$ cat src/hdl/dcpa_pkg.sv
// ----------------------------------------------------------------------------
// dcpa_pkg - shared types and constants for the dual channel pressure alarm
// Register indexes, counter limits and the structs passed between the lanes
// and the merge stage.
// ----------------------------------------------------------------------------
package dcpa_pkg;

  localparam int unsigned SampleW = 16;
  localparam int unsigned CfgIdxW = 3;

  // Register indexes on the configuration port
  localparam logic [CfgIdxW-1:0] REG_DUAL_MODE     = 3'd0;
  localparam logic [CfgIdxW-1:0] REG_CH1_THRESHOLD = 3'd1;
  localparam logic [CfgIdxW-1:0] REG_CH2_THRESHOLD = 3'd2;
  localparam logic [CfgIdxW-1:0] REG_RECOVERY_MIN  = 3'd3;
  localparam logic [CfgIdxW-1:0] REG_ALARM_TICKS   = 3'd4;

  localparam logic [SampleW-1:0] RUN_MAX         = 16'hFFFF;
  localparam logic [SampleW-1:0] ALARM_TICKS_RST = 16'd60000;

  // Merge stage to lanes: advance the counter, and force it to zero
  typedef struct packed {
    logic step;
    logic clear;
  } lane_ctl_t;

  // Lane to merge stage: candidate run length for this transaction
  typedef struct packed {
    logic [SampleW-1:0] cand;
    logic               nonzero;
  } lane_stat_t;

  // Alarm flag pair
  typedef struct packed {
    logic one;
    logic two;
  } flags_t;

endpackage

$ cat src/hdl/dual_channel_pressure_alarm.sv
// ----------------------------------------------------------------------------
// dual_channel_pressure_alarm - two channel low pressure alarm
// Configuration registers, two counter lanes, the merge stage and a
// two-entry output buffer.
// ----------------------------------------------------------------------------
// Output: each result is registered into the output buffer when its input is taken.
// Throughput: one transaction per cycle; the two-entry output buffer lets
//   input be taken while a result waits, stalling only when both are full.
// Reset: synchronous, active low; counters and flags clear, alarm_ticks
//   returns to 60000, other registers to zero, output buffer empties.
module dual_channel_pressure_alarm
  import dcpa_pkg::*;
(
  input  logic               clk,
  input  logic               rst_n,
  input  logic               in_valid,
  output logic               in_stall,
  input  logic [SampleW-1:0] in_pressure_one,
  input  logic [SampleW-1:0] in_pressure_two,
  output logic               out_valid,
  input  logic               out_stall,
  output logic               out_alarm_one,
  output logic               out_alarm_two,
  input  logic               cfg_valid,
  output logic               cfg_ready,
  input  logic [CfgIdxW-1:0] cfg_index,
  input  logic [SampleW-1:0] cfg_data
);

  logic               dual_mode_r;
  logic [SampleW-1:0] ch1_threshold_r;
  logic [SampleW-1:0] ch2_threshold_r;
  logic [SampleW-1:0] recovery_min_r;
  logic [SampleW-1:0] alarm_ticks_r;

  logic       push;
  logic       pop;
  lane_ctl_t  ctl;
  lane_stat_t stat_one;
  lane_stat_t stat_two;
  flags_t     flags_nxt;

  flags_t     e0_r, e0_nxt;
  flags_t     e1_r, e1_nxt;
  logic [1:0] cnt_r, cnt_nxt;

  assign cfg_ready = 1'b1;

  // Configuration registers
  always_ff @(posedge clk) begin
    if (!rst_n) begin
      dual_mode_r     <= 1'b0;
      ch1_threshold_r <= '0;
      ch2_threshold_r <= '0;
      recovery_min_r  <= '0;
      alarm_ticks_r   <= ALARM_TICKS_RST;
    end else if (cfg_valid && cfg_ready) begin
      unique case (cfg_index)
        REG_DUAL_MODE:     dual_mode_r     <= cfg_data[0];
        REG_CH1_THRESHOLD: ch1_threshold_r <= cfg_data;
        REG_CH2_THRESHOLD: ch2_threshold_r <= cfg_data;
        REG_RECOVERY_MIN:  recovery_min_r  <= cfg_data;
        REG_ALARM_TICKS:   alarm_ticks_r   <= cfg_data;
        default: ;
      endcase
    end
  end

  // Handshakes
  assign in_stall  = (cnt_r == 2'd2);
  assign push      = in_valid && !in_stall;
  assign out_valid = (cnt_r != 2'd0);
  assign pop       = out_valid && !out_stall;

  // Lanes
  dcpa_lane u_lane_one (
    .clk       (clk),
    .rst_n     (rst_n),
    .sample    (in_pressure_one),
    .threshold (ch1_threshold_r),
    .ctl       (ctl),
    .stat      (stat_one)
  );

  dcpa_lane u_lane_two (
    .clk       (clk),
    .rst_n     (rst_n),
    .sample    (in_pressure_two),
    .threshold (ch2_threshold_r),
    .ctl       (ctl),
    .stat      (stat_two)
  );

  // Merge stage
  dcpa_merge u_merge (
    .clk          (clk),
    .rst_n        (rst_n),
    .accept       (push),
    .dual_mode    (dual_mode_r),
    .recovery_min (recovery_min_r),
    .alarm_ticks  (alarm_ticks_r),
    .sample_one   (in_pressure_one),
    .sample_two   (in_pressure_two),
    .stat_one     (stat_one),
    .stat_two     (stat_two),
    .ctl          (ctl),
    .flags_nxt    (flags_nxt)
  );

  // Two-entry output buffer, head in e0
  always_comb begin
    e0_nxt  = e0_r;
    e1_nxt  = e1_r;
    cnt_nxt = cnt_r;
    unique case ({push, pop})
      2'b11: begin
        e0_nxt = flags_nxt;
      end
      2'b01: begin
        e0_nxt  = e1_r;
        cnt_nxt = cnt_r - 2'd1;
      end
      2'b10: begin
        if (cnt_r == 2'd0) begin
          e0_nxt = flags_nxt;
        end else begin
          e1_nxt = flags_nxt;
        end
        cnt_nxt = cnt_r + 2'd1;
      end
      default: ;
    endcase
  end

  always_ff @(posedge clk) begin
    if (!rst_n) begin
      cnt_r <= 2'd0;
    end else begin
      cnt_r <= cnt_nxt;
    end
  end

  always_ff @(posedge clk) begin
    e0_r <= e0_nxt;
    e1_r <= e1_nxt;
  end

  assign out_alarm_one = e0_r.one;
  assign out_alarm_two = e0_r.two;

  // Assertions
  a_cnt_range: assert property (@(posedge clk) disable iff (!rst_n)
    cnt_r != 2'd3)
    else $error("output buffer count out of range");

  a_stall_full: assert property (@(posedge clk) disable iff (!rst_n)
    in_stall |-> out_valid)
    else $error("input stalled without a waiting result");

  a_single_clear: assert property (@(posedge clk) disable iff (!rst_n)
    (push && !dual_mode_r) |-> (!flags_nxt.one && !flags_nxt.two))
    else $error("alarm raised with dual mode off");

  a_no_step_idle: assert property (@(posedge clk) disable iff (!rst_n)
    !push |-> !ctl.step)
    else $error("counters stepped without an input transaction");

endmodule

$ cat src/hdl/dcpa_lane.sv
// ----------------------------------------------------------------------------
// dcpa_lane - one channel's low pressure run counter
// Works out the saturating candidate run for the sample and holds the
// counter, which the merge stage advances or clears.
// ----------------------------------------------------------------------------
module dcpa_lane
  import dcpa_pkg::*;
(
  input  logic               clk,
  input  logic               rst_n,
  input  logic [SampleW-1:0] sample,
  input  logic [SampleW-1:0] threshold,
  input  lane_ctl_t          ctl,
  output lane_stat_t         stat
);

  logic [SampleW-1:0] run_r;
  logic [SampleW-1:0] run_nxt;

  // Candidate: count up while below threshold, saturating at the top
  always_comb begin
    if (sample < threshold) begin
      stat.cand = (run_r == RUN_MAX) ? RUN_MAX : run_r + 1'b1;
    end else begin
      stat.cand = '0;
    end
    stat.nonzero = (stat.cand != '0);
  end

  // Counter update
  always_comb begin
    run_nxt = run_r;
    if (ctl.step) begin
      run_nxt = ctl.clear ? '0 : stat.cand;
    end
  end

  always_ff @(posedge clk) begin
    if (!rst_n) begin
      run_r <= '0;
    end else begin
      run_r <= run_nxt;
    end
  end

endmodule

$ cat src/hdl/dcpa_merge.sv
// ----------------------------------------------------------------------------
// dcpa_merge - combines the two lanes and keeps the alarm flags
// Detects a common-cause drop, raises alarms on run length and clears
// them on recovery.
// ----------------------------------------------------------------------------
module dcpa_merge
  import dcpa_pkg::*;
(
  input  logic               clk,
  input  logic               rst_n,
  input  logic               accept,
  input  logic               dual_mode,
  input  logic [SampleW-1:0] recovery_min,
  input  logic [SampleW-1:0] alarm_ticks,
  input  logic [SampleW-1:0] sample_one,
  input  logic [SampleW-1:0] sample_two,
  input  lane_stat_t         stat_one,
  input  lane_stat_t         stat_two,
  output lane_ctl_t          ctl,
  output flags_t             flags_nxt
);

  flags_t             flags_r;
  logic               clear;
  logic [SampleW-1:0] fin_one;
  logic [SampleW-1:0] fin_two;

  // Drop on both channels together restarts both runs
  assign clear   = stat_one.nonzero && stat_two.nonzero;
  assign fin_one = clear ? '0 : stat_one.cand;
  assign fin_two = clear ? '0 : stat_two.cand;

  // Flag update and lane control
  always_comb begin
    flags_nxt = flags_r;
    ctl.step  = 1'b0;
    ctl.clear = clear;
    priority if (!dual_mode) begin
      flags_nxt = '0;
    end else if (!flags_r.one && !flags_r.two) begin
      ctl.step = accept;
      if (fin_one >= alarm_ticks) flags_nxt.one = 1'b1;
      if (fin_two >= alarm_ticks) flags_nxt.two = 1'b1;
    end else if (flags_r.one) begin
      if (sample_one > recovery_min) flags_nxt.one = 1'b0;
    end else begin
      if (sample_two > recovery_min) flags_nxt.two = 1'b0;
    end
  end

  always_ff @(posedge clk) begin
    if (!rst_n) begin
      flags_r <= '0;
    end else if (accept) begin
      flags_r <= flags_nxt;
    end
  end

endmodule
$ cat config.mk
export PLATFORM = sky130hd
export DESIGN_NAME = dual_channel_pressure_alarm
export DESIGN_NICKNAME = d
export VERILOG_FILES = /design/src/hdl/dcpa_pkg.sv /design/src/hdl/dual_channel_pressure_alarm.sv /design/src/hdl/dcpa_lane.sv /design/src/hdl/dcpa_merge.sv
export SDC_FILE = /design/constraint.sdc
export NUM_CORES = 1
export LEC_CHECK = 0
export ABC_AREA = 1
export BUFFER_PORTS_ARGS = -buffer_cell sky130_fd_sc_hd__buf_4
export CELL_PAD_IN_SITES_DETAIL_PLACEMENT = 0
export CELL_PAD_IN_SITES_GLOBAL_PLACEMENT = 1
export CORE_MARGIN = 1
export CORE_UTILIZATION = 47
export CTS_CLUSTER_DIAMETER = 40
export CTS_CLUSTER_SIZE = 24
export DETAILED_ROUTE_END_ITERATION = 10
export PLACE_DENSITY_LB_ADDON = 0.15
export RECOVER_POWER = 25
export SYNTH_ARGS = -nofsm -noshare
export SYNTH_HDL_FRONTEND = slang
export SYNTH_HIERARCHICAL = 1
export SYNTH_SLANG_ARGS = --single-unit
export TNS_END_PERCENT = 50
$ cat constraint.sdc
create_clock -name clk -period 9.6 [get_ports clk]
set_input_delay 0.96 -clock clk [delete_from_list [all_inputs] [get_ports clk]]
set_output_delay 0.96 -clock clk [all_outputs]
set_load 0.01 [all_outputs]
**Yosys cells after proc, flatten, opt, wreduce, memory -nomap -nowiden**

Cells that the tools add are included.

- $add $sub $neg: 4
- Magnitude comparators: 6
- Equality and inequality tests: 11
- Multiplexer cells: 19
- Bitwise gates (word level): 1
- Reduce and logical (&&, ||, !) cells: 22

Operator list:

| cell | number |
|---|---|
| $mux 16 | 6 |
| $add 16x1->16 const B | 2 |
| $eq 16x16->1 const B | 2 |
| $ge 16x16->1 | 2 |
| $gt 16x16->1 | 2 |
| $lt 16x16->1 | 2 |
| $reduce_bool 16->1 | 2 |
| $reduce_and 2->1 | 7 |
| $mux 1 | 8 |
| $eq 2x2->1 const B | 3 |
| $eq 3x2->1 const B | 2 |
| $mux 2 | 3 |
| $pmux 2 s3 | 1 |
| $logic_and 1x1->1 | 4 |
| $logic_not 1->1 | 4 |
| $pmux 2 s2 | 1 |
| $reduce_bool 2->1 | 2 |
| $eq 3x1->1 const B | 1 |
| $eq 3x3->1 const B | 1 |
| $logic_not 3->1 | 1 |
| $reduce_bool 3->1 | 1 |
| $add 2x1->2 const B | 1 |
| $eq 2x1->1 const B | 1 |
| $logic_not 2->1 | 1 |
| 3 further kinds | 3 |

- Flip-flop bits (word level): 105
- Bits of input ports: 56
- Output and inout bits: 5
- Word-level logic and storage cells: 77

**Longest topological paths before layout**

- Word-level depth: 12
- Depth in mapped cells: 30
- Depth with buffers taken out: 29

**Cells and area by module**

Netlist, hierarchy kept.

By module, submodules not included:

| module | instances | cells each | area each (um^2) | seq. area each (um^2) |
|---|---|---|---|---|
| dcpa_lane | 2 | 277 | 1719.1 | 320.3 |
| dual_channel_pressure_alarm | 1 | 388 | 2850.2 | 1461.4 |
| dcpa_merge | 1 | 334 | 1973.1 | 40.0 |

**Least setup slack after synthesis**

Ideal clock, no wire load.

- Kind: input-to-reg
- From: input port in_pressure_one[5]
- To: register e0_r, in the netlist out_alarm_one, data pin
- Library setup time: 0.260 ns
- Data arrival time: 3.869 ns
- Data required time: 9.340 ns
- Path slack: 5.472 ns
- Cell stages on the path: 26
- Path buffers: 1
- Path through: ha_1 > a21oi_1 > nor2_1 > nor3_2 > nand2_1 > a21oi_1 > o21ai_0 > nand2_1 > nor2_1 > nand2_1 > nand2_1 > inv_1 > clkbuf_1 > nor2_1 > ha_1 > a21oi_1 > nor2_1 > nor3_1 > nand2_1 > nand2_1 > nand3_1 > nand2_1 > nand2_1 > nand2_2 > inv_1 > mux2_2

RTL lines:

| what | RTL line | text |
|---|---|---|
| from (decl) | dual_channel_pressure_alarm.sv:18 | `input logic [SampleW-1:0] in_pressure_one,` |
| to (signal assigned) | dual_channel_pressure_alarm.sv:144 | `e0_r <= e0_nxt;` |
| to (decl) | dual_channel_pressure_alarm.sv:43 | `flags_t e0_r, e0_nxt;` |

==> summary.txt <==
Outcome = completed
Setup TNS = 0 ns
Syn Nets = 1430
First-pass GRT wire length = 35.0 mm
Core ar. = 17200 um^2
Initial Util = 0.479
Drt first-iter violations = 342
Relative slew slack = 0.0704
Pin count of the biggest net entering global routing = 72
Worst EP required = 9.71 ns
Pwr dens = 122 nW/um^2
Die height = 135 um
FILL cells = 1850
TritonCTS clock tree = yes
Site Rows = 48
Worst hold path type = reg -> reg
Layout area overhead = 10.3%
Sequential area share after synthesis = 0.259
First drt pass iteration count = 5
Dpl ws = 4.38 ns
Most frequent CP cell = nand2_1
Synth Register Bits = 105
Minimum clock period = 4.89 ns
GRT Total Usage = 0.244
Syn avg cell area = 6.47 um^2
Post-Syn Instances = 1276
Library cells used by synthesis = 42
Met1 GRT Util = 0.326
Clock Root Buffer = clkbuf_16
Pleak = 4.21 nW
Area of the multi-input gates = 5110 um^2
Worst setup EP type = register
Clock Sink Count = 105
ANT nets after route = 0
CP peak stage delay = 0.64 ns
Total grt overflow = 0
Total CTS buffers = 9
Post-CTS resize count = 0
Vias per Instance = 5.00
Post-route setup slack = 4.71 ns
Maximum VDD drop = 0.0920 mV
Post-Syn Area = 8260 um^2
Clock latency on the worst-skew pair = 0.36 ns
Register area = 2140 um^2
Non-Filler Cell Area, Final = 9110 um^2
Worst-margin pin slew = 1.39 ns
GPL Wtd Cong = 0.826
DR DRC count = 0
Initial antenna violation count = 0
Met2 usage = 0.417
Die ar. = 18100 um^2
Antenna Cells = 0
Post-Place Cell Area = 8800 um^2
H-tree levels = 3
Setup Skew = 0.00974 ns
WL/cell = 13.8 um
CP Max Fanout = 32
Fin nets = 1467
Post-CTS Setup Bufs = 0
Vias = 7712
Post-Route WL = 21.3 mm
I/O Pins = 61
Most frequent cells in the layout = 297 x nand2_1, 212 x nor2_1, 203 x inv_1
CTS Buffer Depth = 2
GRT busiest layer = met2
Startpoint Class = primary input
Layout cells sized above 1 = 0.106
Met3 Usage GRT = 0.0240
DIE WIDTH = 135 um
Top post-synthesis cells by area = dfxtp_1 24%, ha_1 15%, nand2_1 13%
I/O Buffers = 59
Setup violations, final = 0
Slowest cell on crit path = inv_1
Number of hold buffers added after cts = 0
Final Hold Vio Count = 0
Pins Over Slew Limit = 0
Synth warnings = 6
RSZ-0062 raised after global routing = no
Commonest non-fill, non-tap cell in the layout = nand2_1
Setup CP Type = in -> reg
Post-detail-place hpwl = 16.7 mm
Fin crit share = 0.509
Synth area leader = dfxtp_1
Post-synth top area share = 0.245
Vias in the first global route = 7093
Max Cap Viol = 0
Worst-path clk slew = 0.07 ns
Arrival @ worst endpoint = 5.00 ns
Max Clk Rate = 205 MHz
==> state kept, by name, indices dropped and copies added, names as in the netlist <==
| signal | count |
|---|---|
| cnt_r | 2 |
| u_merge/flags_r | 2 |
| out_alarm_two | 1 |
| alarm_ticks_r | 16 |
| ch1_threshold_r | 16 |
| u_lane_one/run_r | 16 |
| out_alarm_one | 1 |
| ch2_threshold_r | 16 |
| dual_mode_r | 1 |
| recovery_min_r | 16 |
| e1_r | 2 |
| u_lane_two/run_r | 16 |
==> power breakdown <==
group	switching (mW)	internal, mW	total (mW)	leakage, nW
clock	0.184	0.247	0.430	0.161
combinational	0.132	0.0795	0.211	3.19
sequential	0.0114	0.460	0.472	0.859
==> cells by family after synthesis <==
family | count (synthesis) | synth area share
AND/OR/NAND/NOR | 638 | 0.334
buffers and inverters | 250 | 0.122
AO/OA/AOI/OAI | 170 | 0.121
flip-flops | 105 | 0.259
adder cells (fa/ha/maj) | 98 | 0.148
XOR/XNOR | 12 | 0.0127
multiplexers | 2 | 0.00273
other | 1 | 0.000454
==> per-layer routing <==
layer,routed length (um),part of all wire
met1,10200,0.48
met2,10100,0.47
met3,717,0.034
met4,337,0.016
met5,0,0
==> stage by stage <==
step                      power, mW  std cells  hold slack [ns]  utilization
after floorplan               0.624       1276            0.446            -
after global placement        0.694       1527            0.456        0.511
after detailed placement      0.697       1527            0.465        0.511
after CTS                      1.13       1543            0.484        0.530
after global routing           1.17       1543            0.508        0.529
final                          1.11       1543            0.481        0.529
==> cells in the mapped netlist, drive strengths merged <==
master / number
nand3: 52
clkbuf: 16
xnor2: 6
o21bai: 3
dfxtp: 101
and3: 6
conb: 1
buf: 18
a31oi: 8
mux2: 2
a21oi: 90
clkinv: 3
edfxtp: 4
o211ai: 17
xor2: 6
o21ai: 46
inv: 213
nor4: 3
a21o: 4
nand4: 31
or2: 3
ha: 98
nor3: 6
nor2: 225
o21a: 2
nand2: 312
==> final cells by class <==
| cell class | instances | area share |
|---|---|---|
| clock buffer | 11 | 0.0279 |
| clock inverter | 5 | 0.00934 |
| inverter | 216 | 0.0890 |
| multi-input combinational | 921 | 0.560 |
| sequential | 105 | 0.235 |
| tap | 225 | 0.0309 |
| timing repair buffer | 60 | 0.0474 |
==> final timing paths <==
kind | depth (start not counted) | startpoint | to | slack [ns]
max | 26 | in_pressure_one[5] | out_alarm_one | 4.71
min reg2reg | 2 | alarm_ticks_r[13] | alarm_ticks_r[13] | 0.48
min | 2 | alarm_ticks_r[13] | alarm_ticks_r[13] | 0.48
max reg2reg | 26 | ch1_threshold_r[5] | out_alarm_one | 5.07
==> critical path, delay by kind of cell <==
kind                       cells  cell delay [ns]
and+or+nand+nor               15             1.18
AOI/OAI and AO/OA              5             1.16
buffers and inverters          3             0.81
adders and majority gates      2             0.63
muxes                          1             0.25
(Power assumes the default switching activity.)
